File: src/rtl/utb_pkg.sv
package utb_pkg;

  // Table geometry and number formats
  localparam int USER_SLOTS      = 16;
  localparam int TOKEN_FRAC_BITS = 8;
  localparam int SLOT_AW         = (USER_SLOTS > 1) ? $clog2(USER_SLOTS) : 1;
  localparam int CAP_W           = 8;
  localparam int RATE_W          = 16;
  localparam int TIME_W          = 32;
  localparam int TOK_W           = CAP_W + TOKEN_FRAC_BITS;
  localparam int PROD_W          = TIME_W + RATE_W;

  // Input request kinds
  localparam logic [1:0] RQ_TICK     = 2'd0;
  localparam logic [1:0] RQ_REGISTER = 2'd1;
  localparam logic [1:0] RQ_REQUEST  = 2'd2;

  // Result status codes
  localparam logic [2:0] STAT_GRANTED    = 3'd0;
  localparam logic [2:0] STAT_DENIED     = 3'd1;
  localparam logic [2:0] STAT_NOT_REG    = 3'd2;
  localparam logic [2:0] STAT_REGISTERED = 3'd3;
  localparam logic [2:0] STAT_ALREADY    = 3'd4;

  // One slot entry in the bucket table
  typedef struct packed {
    logic [CAP_W-1:0]  capacity;
    logic [RATE_W-1:0] rate;
    logic [TOK_W-1:0]  tokens;
    logic [TIME_W-1:0] last_time;
  } entry_t;

  // Controller -> datapath
  typedef struct packed {
    logic capture;     // latch accepted item, start table read
    logic tick;        // advance seconds counter
    logic do_reg;      // write a fresh entry, set valid bit
    logic do_mul;      // elapsed * rate into product register
    logic do_upd;      // write refilled bucket back
    logic load_early;  // result straight from the table read
    logic load_upd;    // result from the refill path
  } cmd_t;

  // Datapath -> controller
  typedef struct packed {
    logic is_reg;      // held item is a registration
    logic in_range;    // slot index inside the table
    logic hit;         // slot in range and registered
  } sts_t;

endpackage

File: src/rtl/utb_ram.sv
module utb_ram #(
  parameter int WIDTH = 8,
  parameter int DEPTH = 16
) (
  input  logic                                   clk,
  input  logic                                   we,
  input  logic                                   re,
  input  logic [((DEPTH > 1) ? $clog2(DEPTH) : 1)-1:0] addr,
  input  logic [WIDTH-1:0]                       wdata,
  output logic [WIDTH-1:0]                       rdata
);

  logic [WIDTH-1:0] mem [DEPTH];
  logic [WIDTH-1:0] rdata_r;

  always_ff @(posedge clk) begin
    if (we) begin
      mem[addr] <= wdata;
    end
    if (re) begin
      rdata_r <= mem[addr];
    end
  end

  assign rdata = rdata_r;

endmodule

File: src/rtl/utb_ctrl.sv
module utb_ctrl (
  input  logic          clk,
  input  logic          rst_n,
  input  logic          in_valid,
  input  logic [1:0]    in_req_type,
  output logic          in_ready,
  input  logic          out_ready,
  output logic          out_valid,
  input  utb_pkg::sts_t sts,
  output utb_pkg::cmd_t cmd
);
  import utb_pkg::*;

  typedef enum logic [2:0] {
    S_IDLE = 3'b001,
    S_READ = 3'b010,
    S_UPD  = 3'b100
  } state_t;

  state_t state_r, state_nxt;
  logic   out_valid_r, out_valid_nxt;
  logic   out_free;

  assign out_free = !out_valid_r || out_ready;

  always_comb begin
    cmd       = '0;
    state_nxt = state_r;
    case (state_r)
      S_IDLE: begin
        if (in_valid) begin
          case (in_req_type)
            RQ_TICK: begin
              cmd.tick = 1'b1;
            end
            RQ_REGISTER, RQ_REQUEST: begin
              cmd.capture = 1'b1;
              state_nxt   = S_READ;
            end
            default: begin
            end
          endcase
        end
      end
      S_READ: begin
        if (sts.is_reg) begin
          if (out_free) begin
            cmd.load_early = 1'b1;
            cmd.do_reg     = sts.in_range && !sts.hit;
            state_nxt      = S_IDLE;
          end
        end else if (sts.hit) begin
          cmd.do_mul = 1'b1;
          state_nxt  = S_UPD;
        end else if (out_free) begin
          cmd.load_early = 1'b1;
          state_nxt      = S_IDLE;
        end
      end
      S_UPD: begin
        if (out_free) begin
          cmd.do_upd   = 1'b1;
          cmd.load_upd = 1'b1;
          state_nxt    = S_IDLE;
        end
      end
      default: begin
        state_nxt = S_IDLE;
      end
    endcase
  end

  always_comb begin
    if (cmd.load_early || cmd.load_upd) begin
      out_valid_nxt = 1'b1;
    end else if (out_ready) begin
      out_valid_nxt = 1'b0;
    end else begin
      out_valid_nxt = out_valid_r;
    end
  end

  always_ff @(posedge clk) begin
    if (!rst_n) begin
      state_r     <= S_IDLE;
      out_valid_r <= 1'b0;
    end else begin
      state_r     <= state_nxt;
      out_valid_r <= out_valid_nxt;
    end
  end

  assign in_ready  = (state_r == S_IDLE);
  assign out_valid = out_valid_r;

endmodule

File: src/rtl/utb_dp.sv
module utb_dp (
  input  logic          clk,
  input  logic          rst_n,
  input  logic [1:0]    in_req_type,
  input  logic [3:0]    in_user_index,
  input  logic [7:0]    in_capacity,
  input  logic [15:0]   in_refill_rate,
  output logic [2:0]    out_status,
  output logic [15:0]   out_tokens_left,
  input  utb_pkg::cmd_t cmd,
  output utb_pkg::sts_t sts
);
  import utb_pkg::*;

  logic [3:0]            idx_r;
  logic                  is_reg_r;
  logic [CAP_W-1:0]      cap_r;
  logic [RATE_W-1:0]     rate_r;
  logic [TIME_W-1:0]     seconds_r;
  logic [USER_SLOTS-1:0] valid_r;
  logic [PROD_W-1:0]     prod_r;
  logic [2:0]            status_r;
  logic [15:0]           tokens_r;

  logic [SLOT_AW-1:0]    slot_a;
  logic [SLOT_AW-1:0]    ram_addr;
  logic                  in_range;
  logic                  hit;
  entry_t                rd_q;
  entry_t                wr_d;
  logic [TIME_W-1:0]     elapsed;
  logic [TOK_W-1:0]      cap_q;
  logic [TOK_W-1:0]      prod_sat;
  logic [TOK_W:0]        sum;
  logic [TOK_W-1:0]      level;
  logic                  grant;
  logic [TOK_W-1:0]      level_left;
  logic [2:0]            early_status;
  logic [15:0]           early_tokens;

  localparam logic [TOK_W-1:0] ONE_TOKEN = TOK_W'(1) << TOKEN_FRAC_BITS;

  assign slot_a   = SLOT_AW'(idx_r);
  assign ram_addr = cmd.capture ? SLOT_AW'(in_user_index) : slot_a;
  assign in_range = (32'(idx_r) < 32'(USER_SLOTS));
  assign hit      = in_range && valid_r[slot_a];

  assign sts.is_reg   = is_reg_r;
  assign sts.in_range = in_range;
  assign sts.hit      = hit;

  // Refill: saturate product first, then the sum, at capacity
  assign elapsed  = seconds_r - rd_q.last_time;
  assign cap_q    = TOK_W'(rd_q.capacity) << TOKEN_FRAC_BITS;
  assign prod_sat = (prod_r > PROD_W'(cap_q)) ? cap_q : TOK_W'(prod_r);
  assign sum      = {1'b0, rd_q.tokens} + {1'b0, prod_sat};
  assign level    = (sum > {1'b0, cap_q}) ? cap_q : sum[TOK_W-1:0];
  assign grant    = (level >= ONE_TOKEN);
  assign level_left = grant ? (level - ONE_TOKEN) : level;

  always_comb begin
    if (cmd.do_reg) begin
      wr_d.capacity  = cap_r;
      wr_d.rate      = rate_r;
      wr_d.tokens    = '0;
      wr_d.last_time = seconds_r;
    end else begin
      wr_d.capacity  = rd_q.capacity;
      wr_d.rate      = rd_q.rate;
      wr_d.tokens    = level_left;
      wr_d.last_time = seconds_r;
    end
  end

  always_comb begin
    early_status = STAT_NOT_REG;
    early_tokens = '0;
    if (is_reg_r && in_range) begin
      if (hit) begin
        early_status = STAT_ALREADY;
        early_tokens = 16'(rd_q.tokens);
      end else begin
        early_status = STAT_REGISTERED;
      end
    end
  end

  utb_ram #(
    .WIDTH ($bits(entry_t)),
    .DEPTH (USER_SLOTS)
  ) u_table (
    .clk   (clk),
    .we    (cmd.do_reg || cmd.do_upd),
    .re    (cmd.capture),
    .addr  (ram_addr),
    .wdata (wr_d),
    .rdata (rd_q)
  );

  always_ff @(posedge clk) begin
    if (!rst_n) begin
      seconds_r <= '0;
      valid_r   <= '0;
    end else begin
      if (cmd.tick) begin
        seconds_r <= seconds_r + TIME_W'(1);
      end
      if (cmd.do_reg) begin
        valid_r[slot_a] <= 1'b1;
      end
    end
  end

  always_ff @(posedge clk) begin
    if (cmd.capture) begin
      idx_r    <= in_user_index;
      is_reg_r <= (in_req_type == RQ_REGISTER);
      cap_r    <= in_capacity;
      rate_r   <= in_refill_rate;
    end
    if (cmd.do_mul) begin
      prod_r <= PROD_W'(elapsed) * PROD_W'(rd_q.rate);
    end
    if (cmd.load_early) begin
      status_r <= early_status;
      tokens_r <= early_tokens;
    end else if (cmd.load_upd) begin
      status_r <= grant ? STAT_GRANTED : STAT_DENIED;
      tokens_r <= 16'(level_left);
    end
  end

  assign out_status      = status_r;
  assign out_tokens_left = tokens_r;

endmodule

File: src/rtl/per_user_token_bucket_limiter.sv
// Per-user token bucket limiter. A table of 16 buckets (capacity in whole tokens, refill rate
// and token count in unsigned Q8.8, last-refill time) sits in a registered-read RAM, with one
// valid flop per slot cleared at reset; a 32-bit seconds counter advances on each tick item.
// Ticks give no result. A registration reads the table, then writes the fresh entry or gives
// an "already registered" answer. An access request to a live slot reads the table, then
// puts elapsed-seconds times rate into a product register, then saturates at capacity,
// takes one token if a whole one is present and writes the entry back.
// A request to an unregistered slot answers straight from the table read. The table's
// single read/write port and the multiply register set these steps; one item is in work at
// a time. A finished result sits in an output register, so the next item is taken while it
// waits; that item then holds in its last state until the waiting result is taken.
// Out-of-range slots, and requests to unregistered slots, answer status 2 with zero
// tokens; req_type 3 is dropped, like a tick.
module per_user_token_bucket_limiter (
  input  logic        clk,
  input  logic        rst_n,
  input  logic        in_valid,
  output logic        in_ready,
  input  logic [1:0]  in_req_type,
  input  logic [3:0]  in_user_index,
  input  logic [7:0]  in_capacity,
  input  logic [15:0] in_refill_rate,
  output logic        out_valid,
  input  logic        out_ready,
  output logic [2:0]  out_status,
  output logic [15:0] out_tokens_left
);
  import utb_pkg::*;

  cmd_t cmd;
  sts_t sts;

  // sequencer: idle / table read / refill update
  utb_ctrl u_ctrl (
    .clk         (clk),
    .rst_n       (rst_n),
    .in_valid    (in_valid),
    .in_req_type (in_req_type),
    .in_ready    (in_ready),
    .out_ready   (out_ready),
    .out_valid   (out_valid),
    .sts         (sts),
    .cmd         (cmd)
  );

  // table, seconds counter, refill arithmetic, result register
  utb_dp u_dp (
    .clk             (clk),
    .rst_n           (rst_n),
    .in_req_type     (in_req_type),
    .in_user_index   (in_user_index),
    .in_capacity     (in_capacity),
    .in_refill_rate  (in_refill_rate),
    .out_status      (out_status),
    .out_tokens_left (out_tokens_left),
    .cmd             (cmd),
    .sts             (sts)
  );

`ifndef SYNTHESIS
  // a live slot is never overwritten by a registration
  a_no_reg_overwrite: assert property (@(posedge clk) disable iff (!rst_n)
    cmd.do_reg |-> (sts.in_range && !sts.hit))
    else $error("registration write on a live or out-of-range slot");

  // refill write-back only for a registered slot
  a_upd_on_hit: assert property (@(posedge clk) disable iff (!rst_n)
    cmd.do_upd |-> sts.hit)
    else $error("bucket update on an unregistered slot");

  // a register/request transfer blocks input for at least the next cycle
  a_busy_after_item: assert property (@(posedge clk) disable iff (!rst_n)
    (in_valid && in_ready && (in_req_type == RQ_REGISTER || in_req_type == RQ_REQUEST))
    |=> !in_ready)
    else $error("input ready while an item is in work");

  // a tick never loads a result
  a_tick_no_result: assert property (@(posedge clk) disable iff (!rst_n)
    cmd.tick |-> !(cmd.load_early || cmd.load_upd))
    else $error("tick produced a result");
`endif

endmodule
File: config.mk
export PLATFORM = sky130hd
export DESIGN_NAME = per_user_token_bucket_limiter
export DESIGN_NICKNAME = d
export VERILOG_FILES = /design/src/rtl/utb_pkg.sv /design/src/rtl/utb_ram.sv /design/src/rtl/utb_ctrl.sv /design/src/rtl/utb_dp.sv /design/src/rtl/per_user_token_bucket_limiter.sv
export SDC_FILE = /design/constraint.sdc
export NUM_CORES = 2
export LEC_CHECK = 0
export BUFFER_PORTS_ARGS = -buffer_cell sky130_fd_sc_hd__buf_2
export CAP_MARGIN = 20
export CORE_AREA = 2 2 416 418
export CTS_BUF_LIST = sky130_fd_sc_hd__clkbuf_4 sky130_fd_sc_hd__clkbuf_8
export DETAILED_ROUTE_END_ITERATION = 12
export DIE_AREA = 0 0 418 420
export PLACE_DENSITY_LB_ADDON = 0.12
export RECOVER_POWER = 100
export SLEW_MARGIN = 20
export SYNTH_ARGS = -nofsm -noshare
export SYNTH_HDL_FRONTEND = slang
export SYNTH_HIERARCHICAL = 1
export SYNTH_SLANG_ARGS = --single-unit
File: constraint.sdc
create_clock -name clk -period 10.65 [get_ports clk]
set_clock_uncertainty 0.15 [all_clocks]
set_input_delay 0.5325 -clock clk [delete_from_list [all_inputs] [get_ports clk]]
set_output_delay 0.5325 -clock clk [all_outputs]
set_load 0.03 [all_outputs]
# Word level (Yosys, flattened, before mapping)
# Memory sizes are Yosys's and may differ from the RTL's. A register that Yosys moved wholly into a read port is not among the register bits.
# Index checks and enable logic that the tools add are counted.
[word_totals]
ram_bits = 1152
mem_count = 1
in_bits = 34
out_inout_bits = 21
elab_cells = 83
regBits = 148
[memory_table]
columns = ["memory", "depth", "width", "read_ports", "rd_clocked_by_memory_dff", "wr", "line", "source"]
rows = [
  ["u_dp.u_table.mem", 16, 72, 1, 1, 1, "utb_ram.sv:13", "logic [WIDTH-1:0] mem [DEPTH];"],
]
[classes]
mux = 42
reduce_logical = 11
magnitude_cmp = 5
bitwise_logic = 1
mul = 1
n_addsub = 4
n_eq_ne = 7
[ops]
columns = ["cell", "n"]
rows = [
  ["$mux 16", 7],
  ["$mux 72", 1],
  ["$gt 48x16->1", 1],
  ["$mul 32x16->48", 1],
  ["$add 32x1->32 const B", 1],
  ["$sub 32x32->32", 1],
  ["$mux 3", 9],
  ["$mux 1", 18],
  ["$add 16x16->17", 1],
  ["$gt 17x16->1", 1],
  ["$ge 16x9->1 const B", 1],
  ["$or 16x16->16", 1],
  ["$sub 16x9->16 const B", 1],
  ["$pmux 3 s3", 1],
  ["$mux 2", 3],
  ["$lt 4x5->1 const B", 1],
  ["$bmux 1 s4", 1],
  ["$demux 1 s4", 1],
  ["$ge 4x1->1 const B", 1],
  ["$mux 4", 1],
  ["$reduce_bool 2->1", 2],
  ["$eq 3x1->1 const B", 1],
  ["$eq 3x2->1 const B", 1],
  ["$eq 3x3->1 const B", 1],
  ["10 further kinds", 13],
]

# Logic depth before layout (Yosys ltp)
[depth]
word_depth = 9
ltp_mapped = 37
depth_no_buf = 35

# By module
# The synthesis kept the hierarchy.
[modules_own_cells]
columns = ["mod", "seq_area_each_um2", "area_per_inst_um2", "cells_each", "n_inst"]
rows = [
  ["utb_ram", 36755.3, 45253.4, 1852, 1],
  ["utb_dp", 3803.6, 25807.3, 2896, 1],
  ["utb_ctrl", 80.1, 315.3, 36, 1],
]

# Least setup slack after synthesis
# OpenSTA, ideal clock, no wires.
[synth_timing]
kind = "register to register"
startpoint = "register u_dp.seconds_r[2]"
endpoint = "register u_dp.prod_r[46] (data pin)"
n_path_buf = 3
synth_period_minus_slack_ns = 8.948
arrival_time_ns = 8.535
required_ns = 10.236
setup_ns = 0.264
setup_slack_ns = 1.702
path_stages_with_launch = 35
cell_sequence = "dfxtp_1 -> ha_1 -> nor2b_1 -> o21ai_0 -> a21boi_0 -> o21ai_0 -> nand2_1 -> a41o_1 -> a211o_1 -> and2_1 -> clkbuf_1 -> nor2_1 -> clkbuf_1 -> nand2_1 -> fa_1 -> fa_1 -> fa_1 -> inv_1 -> fa_1 -> fa_1 -> inv_1 -> fa_1 -> inv_1 -> ha_1 -> clkbuf_1 -> a21o_1 -> a21o_1 -> a21oi_1 -> o21ai_0 -> a21oi_1 -> o221ai_1 -> a31oi_1 -> o21ai_0 -> a221oi_1 -> xnor2_1"
[synth_via]
elab_chain_len = 2
[synth_lines]
columns = ["element", "line", "source"]
rows = [
  ["start, declared", "utb_dp.sv:19", "logic [TIME_W-1:0] seconds_r;"],
  ["start signal, assigned", "utb_dp.sv:106", "seconds_r <= seconds_r + TIME_W'(1);"],
  ["$sub 32x32->32", "utb_dp.sv:53", "assign elapsed = seconds_r - rd_q.last_time;"],
  ["$mul 32x16->48", "utb_dp.sv:122", "prod_r <= PROD_W'(elapsed) * PROD_W'(rd_q.rate);"],
  ["end signal, assigned", "utb_dp.sv:122", ""],
  ["end, declared", "utb_dp.sv:21", "logic [PROD_W-1:0] prod_r;"],
]
# No other way between the ends.
# A chain may end at the register's enable or synchronous reset.

==> metrics.md <==
| Metric | Value |
|---|---|
| Status | `finished, violations left` |
| Violated checks | `max-capacitance violations, max-slew violations` |
| Fin. max-slew vios | `1162` |
| Finished Cell Area | `0.0790 sq mm` |
| Number of H-tree levels | `4` |
| WP data arrival | `10.43 ns` |
| Reg2Reg Depth | `8` |
| Clock latency at the later pin of the worst-skew pair | `0.97 ns` |
| IO Pins | `55` |
| CP max stage delay | `3.14 ns` |
| Post-synth EDFFs | `1316` |
| Synth Flop Type | `edfxtp_1` |
| Hold depth | `3` |
| Hold_sp | `rst_n` |
| FMAX | `101 MHz` |
| HPWL Detailed | `114 mm` |
| Ys Warns | `6` |
| Drt pass-1 iters | `5` |
| Synthesized netlist net count | `5423` |
| Initial core utilization | `0.417` |
| Final Hold Fails | `0` |
| Setup TNS | `0 ns` |
| Global-route wire length before repair | `283 mm` |
| Slew HR | `-1.78` |
| Chip height | `420 um` |
| Crit Path Category | `reg2reg` |
| Clock slew at reported path FFs | `0.06 ns` |
| CTS Sinks | `1372` |
| Slowest CP cell | `clkbuf_2` |
| Endpoint class of the critical path | `flip-flop` |
| Crit Path Max Fanout | `135` |
| Worst R2R End | `u_dp/u_table/rdata[23]` |
| FFs w/ async S/R, synth | `0` |
| Critical path, cell by cell | `and4bb_4 -> and2_0 -> mux2_1 -> clkbuf_2 -> clkbuf_4 -> mux4_2 -> a22oi_1 -> nand2_1` |
| Dpl cells | `6960` |
| Worst slew pin tran | `4.16 ns` |
| Post-synthesis cell count | `4784` |
| Hold Path End | `u_ctrl/out_valid` |
| DRT Wirelength | `189 mm` |
| Clock Tree Buf Depth | `3` |
| Total grt overflow | `0` |
| Crit share post-route | `0.930` |
| R2R Path Start | `u_ctrl/state_r[0]` |
| Number of global-route vias before repair | `43100` |
| CP startpoint kind | `flip-flop` |
| Port Buffer Count | `54` |
| Buffer and inverter count on the worst path | `2` |
| Worst slack, placed | `0.937 ns` |
| Vias | `40900` |
| Crit-path leading delay family | `buffers and inverters` |
| CTS buffer count | `225` |
| GRT Resource Usage Total | `0.219` |
| Post-synthesis area per instance | `14.9 sq um` |
| Post-synthesis sequential area ratio | `0.569` |
| DRC Markers | `0` |
| R2R setup slack | `0.74 ns` |
| TritonCTS clock tree | `built` |
| Die width | `418 um` |
| Wire per inst | `25.6 um` |
| Largest net degree at the start of global routing | `136` |
| Layout cells sized above 1 | `0.158` |
| DR vias/cell | `5.52` |
| Root Buffer | `clkbuf_8` |
| Initial antenna violation count | `2` |
| GP Congestion | `0.824` |
| Yosys cell types | `92` |
| Final setup viols | `0` |
| Placed instance area | `0.0745 sq mm` |
| #FFs+latches synth | `1372` |
| Final worst slack | `0.742 ns` |
| Post-Syn Area | `0.0714 sq mm` |
| HP Class | `in2reg` |
| Die Area | `0.176 sq mm` |
| Post-DRT Antenna Nets | `0` |
| Core Footprint | `0.171 sq mm` |
| Maxcap violations | `31` |
| Unrepaired setup endpoints after global routing | `no` |
| Row cnt | `152` |
| # nets final | `5624` |
| First DRT Iteration DRCs | `3454` |
| Critical path origin | `u_ctrl/state_r[0]` |
| Final std cells w/o fill | `7407` |
| Req. time, crit path | `11.18 ns` |
| Min Tclk post-route | `9.91 ns` |
| Area grow syn2layout | `10.7%` |
how the worst max path moves through the flow:
| stage | end | cells past startpoint |
|---|---|---|
| floorplan | u_dp/prod_r[46] | 34 |
| global placement | u_dp/prod_r[41] | 26 |
| detailed placement | u_dp/prod_r[45] | 32 |
| CTS | u_dp/prod_r[45] | 32 |
| global route | u_dp/prod_r[41] | 34 |
| finish | u_dp/u_table/rdata[23] | 8 |
worst register-to-register path, stage by stage (launching register included):
cell	delay (ns)
dfxtp_1	0.46
and4bb_4	0.29
and2_0	1.20
mux2_1	2.24
clkbuf_2	3.20
clkbuf_4	1.33
mux4_2	0.47
a22oi_1	0.22
nand2_1	0.10
cell families (layout without fill, tap and decap cells):
group                    count (synthesis)  in the layout  share of synthesized area
AO/OA/AOI/OAI                          524            524                     0.0509
XOR/XNOR                               107            107                     0.0131
adder cells (fa/ha/maj)                605            605                      0.150
buffers and inverters                  761           1149                     0.0433
flip-flops                            1372           1372                      0.569
multiplexers                           322            322                     0.0970
other                                    1              3                  0.0000525
AND/OR/NAND/NOR                       1092           1092                     0.0761
area by class of cell:
class	count	area, sq um
sequential	1372	40600
fill	15200	91900
clock inverter	106	848
inverter	512	1920
tap	2233	2790
antenna	2	5.00
multi-input combinational	2651	27700
timing repair buffer	223	1380
clock buffer	308	3740
metrics by stage:
step	utilization	hold WS (ns)
2_1_floorplan	-	0.285
5_1_grt	0.462	0.0894
6_report	0.462	0.111
3_3_place_gp	0.436	0.296
3_5_place_dp	0.436	0.302
4_1_cts	0.465	0.0244
cells in the mapped netlist, drive strengths merged (7+ instances only):
cell type / count / area share
nand3: 57 / 0.0040
or2: 9 / 0.00079
o21ai: 74 / 0.0052
a22oi: 145 / 0.015
nor2: 101 / 0.0053
clkbuf: 177 / 0.0097
a31oi: 21 / 0.0018
and3: 23 / 0.0020
a211oi: 18 / 0.0019
nor2b: 52 / 0.0046
nor4b: 11 / 0.0013
o211ai: 9 / 0.00095
edfxtp: 1316 / 0.55
o22ai: 11 / 0.00096
mux2: 25 / 0.0039
inv: 512 / 0.027
xor2: 27 / 0.0033
ha: 185 / 0.032
o221ai: 12 / 0.0015
fa: 420 / 0.12
nand2b: 23 / 0.0020
nand4: 17 / 0.0015
a21boi: 7 / 0.00079
and4: 7 / 0.00086
or4b: 7 / 0.00098
buf: 70 / 0.0064
a21o: 57 / 0.0060
o21a: 31 / 0.0033
or3: 13 / 0.0012
xnor2: 80 / 0.0098
nand2: 478 / 0.025
and2: 231 / 0.020
nor4: 15 / 0.0015
mux4: 293 / 0.092
nor3b: 7 / 0.00081
nor3: 26 / 0.0019
o21bai: 10 / 0.0011
a21oi: 78 / 0.0055
dfxtp: 56 / 0.016
cells in the final DEF, fill, tap and decap left out, drive strengths merged, types with 26 or more instances in the layout:
| cell | instances |
|---|---|
| a22oi | 145 |
| nor2 | 101 |
| nor2b | 52 |
| fa | 420 |
| xnor2 | 80 |
| buf | 93 |
| nand2 | 478 |
| clkinv | 87 |
| dlygate4sd3 | 31 |
| nand3 | 57 |
| xor2 | 27 |
| a21oi | 78 |
| and2 | 231 |
| mux4 | 293 |
| a21o | 57 |
| edfxtp | 1316 |
| inv | 520 |
| o21a | 31 |
| dfxtp | 56 |
| o21ai | 74 |
| clkbuf | 407 |
| ha | 185 |
| nor3 | 26 |
registers in the layout (all words and copies together), names as in the netlist, 3 cells and up:
signal and cells:
u_dp/out_status 3, u_dp/seconds_r 32, u_dp/out_tokens_left 16, u_dp/valid_r 16, u_dp/rate_r 16, u_ctrl/state_r 3
u_dp/u_table/mem 1152, u_dp/prod_r 48, u_dp/u_table/rdata 72, u_dp/cap_r 8, u_dp/idx_r 4
repair_timing:
item | CTS | global route
resized for setup | 0 | 0
hold buffers | 31 | 0
endpoints found under the hold margin | 31 | 0
setup endpoints to repair | 0 | 0
setup buffers | 0 | 0
layer usage:
layer  routed length (um)  share of wire  vias to the layer above  global-route usage
met1                85600           0.45                    21700               0.313
met5                    0              0                        -                   0
met3                10300          0.055                      215              0.0331
met4                 3460          0.018                        0              0.0511
met2                89900           0.47                     1152               0.354
li1                     -              -                    17800                   -
Power is left out: the tool's default activity adds up to more than one toggle a clock period on the data nets, which glitch-free logic cannot reach.
